## config.mk

```make
export PLATFORM = sky130hd
export DESIGN_NAME = bsc_cfg
export DESIGN_NICKNAME = d
export VERILOG_FILES = /design/src/bsc_pkg.sv /design/src/bsc_cfg.sv
export SDC_FILE = /design/constraint.sdc
export NUM_CORES = 1
export LEC_CHECK = 0
export BUFFER_PORTS_ARGS = -buffer_cell sky130_fd_sc_hd__buf_2
export CORE_UTILIZATION = 31
export CTS_CLUSTER_SIZE = 30
export DETAILED_ROUTE_END_ITERATION = 8
export HOLD_SLACK_MARGIN = 0.02
export PLACE_DENSITY_LB_ADDON = 0.1
export SYNTH_ARGS = -nofsm -noshare
export SYNTH_HDL_FRONTEND = slang
export SYNTH_SLANG_ARGS = --single-unit
export TNS_END_PERCENT = 50
```

## constraint.sdc

```tcl
create_clock -name clk -period 0.8 [get_ports clk]
set_clock_uncertainty 0.05 [all_clocks]
set_input_delay 0.12 -clock clk [delete_from_list [all_inputs] [get_ports clk]]
set_output_delay 0.12 -clock clk [all_outputs]
set_load 0.1 [all_outputs]
```

## src/bsc_pkg.sv

```systemverilog
// ----------------------------------------------------------------------------
// bsc_pkg
// Shared types and constants of the banker safety checker.
// ----------------------------------------------------------------------------
package bsc_pkg;

  localparam int DEF_MAX_PROCESSES = 64;
  localparam int DEF_MAX_RESOURCES = 64;
  localparam int DEF_AMOUNT_WIDTH  = 16;

  localparam int CFG_W    = 7;
  localparam int CFG_ADDR_W = 3;
  localparam int CNT_W    = 16;
  localparam logic [CNT_W-1:0] CNT_MAX = '1;

  localparam logic [1:0] OP_LOAD_FREE = 2'd0;
  localparam logic [1:0] OP_LOAD_NEED = 2'd1;
  localparam logic [1:0] OP_GRANT     = 2'd2;
  localparam logic [1:0] OP_RESTART   = 2'd3;

  localparam logic REG_PROCESS_COUNT  = 1'b0;
  localparam logic REG_RESOURCE_COUNT = 1'b1;

  localparam logic [CFG_W-1:0] PROCESS_COUNT_RST  = 7'd64;
  localparam logic [CFG_W-1:0] RESOURCE_COUNT_RST = 7'd64;

  typedef struct packed {
    logic [CFG_W-1:0] process_count;
    logic [CFG_W-1:0] resource_count;
  } cfg_t;

endpackage

```

## src/bsc_cfg.sv

```systemverilog
// ----------------------------------------------------------------------------
// bsc_cfg
// APB register file holding the process and resource counts.
// ----------------------------------------------------------------------------
module bsc_cfg (
  input  logic                             clk,
  input  logic                             rst_n,
  input  logic                             psel,
  input  logic                             penable,
  input  logic                             pwrite,
  input  logic [bsc_pkg::CFG_ADDR_W-1:0]   paddr,
  input  logic [31:0]                      pwdata,
  output logic [31:0]                      prdata,
  output logic                             pready,
  output bsc_pkg::cfg_t                    cfg
);
  import bsc_pkg::*;

  logic [CFG_W-1:0] pc_r;
  logic [CFG_W-1:0] rc_r;
  logic             wr_en;

  assign pready = 1'b1;
  assign wr_en  = psel & penable & pwrite & pready;

  always_ff @(posedge clk) begin
    if (!rst_n) begin
      pc_r <= PROCESS_COUNT_RST;
      rc_r <= RESOURCE_COUNT_RST;
    end else if (wr_en) begin
      if (paddr[2] == REG_PROCESS_COUNT) begin
        pc_r <= pwdata[CFG_W-1:0];
      end else begin
        rc_r <= pwdata[CFG_W-1:0];
      end
    end
  end

  always_comb begin
    if (paddr[2] == REG_PROCESS_COUNT) begin
      prdata = {{(32-CFG_W){1'b0}}, pc_r};
    end else begin
      prdata = {{(32-CFG_W){1'b0}}, rc_r};
    end
  end

  assign cfg.process_count  = pc_r;
  assign cfg.resource_count = rc_r;

endmodule

```

==> results.yml <==
sta:
  setup_violations: 28
  period_needed_ns: 1.25
  fin_crit_sh: 1.57
  final-hold-violation-count: 0
  drv_slew: 0
  layout_setup_ws_ns: -0.454
  max_freq_mhz: 797
  rsz0062_at_grt: "true"
route:
  wl_um: 1690
  drc: 0
  drt_iter0_drc: 1
  avgViaCountPerCell: 3.88
  via_count: 686
  first_pass_iters: 3
  drtAntennaViolNets: 0
  wl_per_cell_um: 9.57
synthesis:
  synth.most_common_cell: "buf_4"
  synthArstFlopShare: 0
  synth_seq_area_share: 0.328
  synth_top_area_share: 0.328
  synth_enable_flop_cells: 0
  synth_cell_types: 11
  ys.flop_type: "dfxtp_1"
  ys_ff_latch: 14
  synth_commonest_cells: "buf_4 (26), nand2_1 (18), dfxtp_1 (14), mux2i_1 (14), mux2_2 (7)"
  yosys.area.top_type: "dfxtp_1"
  synth_area_leaders: "dfxtp_1 (33%), buf_4 (23%), mux2i_1 (16%), mux2_2 (9.2%), nand2_1 (7.9%)"
  syn_area_um2: 855
  syn_avg_cell_area_um2: 9.50
  syn_inst: 90
  ys_warn_count: 0
setup_path:
  startpoint_type: "flip-flop"
  crit_type: "flip-flop to output port"
  slowest_delay_ns: 0.35
  path_cells: "mux2_4 > buf_12"
  crit_family: "flip-flops"
  worst-path-buf-inv: 1
  slowest_stage: "dfxtp_4"
  crit_arrival_ns: 1.08
  end_kind: "output port"
  worstPathMaxFanout: 2
  required_ns: 0.63
die:
  die_w_um: 54.5
  die_area_um2: 2970
  core-area_um2: 2540
  rows: 18
  ios: 87
  initial_utilization: 0.336
  die_h_um: 54.5
clocking:
  clock_sinks: 14
  path_clk_slew_ns: 0.08
  numCtsBuffers: 3
  cts_tree: "done"
  cts.path.max_buffers: 2
  cts_hold_buf: 0
  htree_levels: 1
  cts_root_buf: "clkbuf_4"
  clk_latency_ns: 0.28
placed_design:
  portBuffers: 33
  gp_congestion: 0.634
  pre_cts_ws_ns: -0.291
  dp.cells: 165
  hpwl_um: 1280
global_route:
  overflow: 0
  grt_first_pass_wirelength_um: 2560
  grt_use_total: 0.124
  grt_max_degree: 13
  antenna_found_initial: 0
  grt_pass1_vias: 623
cells_and_area:
  num_antenna_cells: 0
  nNetsFinal: 188
  syn2layout_area_growth_pct: 91.9
  fillers: 215
  seq_area_um2: 333
  stdcell_count: 177
  final_layout_size_suffix_gt1_frac: 0.619
  multi_input_area_um2: 480
pwr:
  powerDensity_nw_per_um2: 1290
  ir_drop_v: 0.00100
  p_leak_nw: 0.843
hold_path:
  hp-class: "input port to flip-flop"
flow_run:
  drv_cap: 0
outcome:
  status: "complete, but fails checks"
  violations: "setup timing"
layer usage:
layer  up-vias  share of wire  global-route usage
met2        31           0.57               0.236
met3         0          0.055              0.0500
met5         -              0                   0
met1       301           0.38               0.126
met4         0              0              0.0256
li1        354              -                   -
through the flow:
stage	instance area (um^2)	TNS [ns]	total power, mW	hold slack [ns]	utilization
after floorplan	1020	-2.56	1.60	0.221	-
after global placement	1460	-4.96	1.69	0.334	0.575
after detailed placement	1460	-5.11	1.69	0.342	0.575
after CTS	1550	-7.33	2.12	0.0369	0.610
after global routing	1640	-8.84	2.21	0.0437	0.645
final	1640	-7.78	2.11	0.0420	0.645
repair_timing:
item                       CTS  global route
resized for setup           15            16
setup endpoints to repair   23            25
buffers inserted             1            12
registers in the layout, indices dropped and copies added, names as in the netlist:
register  flops
rc_r          7
pc_r          7
final cells by class:
cell class / instances / share of cell area
multi-input combinational: 70 / 0.293
clock inverter: 1 / 0.00229
sequential: 14 / 0.203
clock buffer: 3 / 0.0137
tap: 30 / 0.0229
timing repair buffer: 59 / 0.465
cell usage in the layout (no fill, tap or decap), drive strengths merged:
cell	n
buf	59
conb	26
nand2	18
mux2i	14
dfxtp	14
mux2	7
nor2b	3
clkbuf	3
nand4	1
nand4b	1
clkinv	1
power breakdown:
| group | switching [mW] | internal, mW |
|---|---|---|
| combinational | 0.808 | 0.211 |
| clock | 0.227 | 0.181 |
| sequential | 0.0100 | 0.675 |
| total | 1.04 | 1.07 |
kinds of logic after synthesis:
logic type | Yosys count | synth area share
and+or+nand+nor | 23 | 0.143
buffers and inverters | 30 | 0.264
other | 2 | 0.00879
DFF | 14 | 0.328
muxes | 21 | 0.256
worst min-delay path: cells and delay by family:
family	cells	cell delay [ns]
buffers and inverters	1	0.10
and+or+nand+nor	1	0.06
muxes	1	0.06
final timing paths:
check                                from   endpoint  slack, ns  cells after the start
worst max register to register    pc_r[0]    pc_r[0]      -0.17                      5
worst min-delay path            pwdata[4]    pc_r[4]       0.04                      3
worst min register to register    rc_r[1]    rc_r[1]       0.55                      3
worst max-delay path              pc_r[0]  prdata[0]      -0.45                      2
Power figures use the tool's default switching activity.
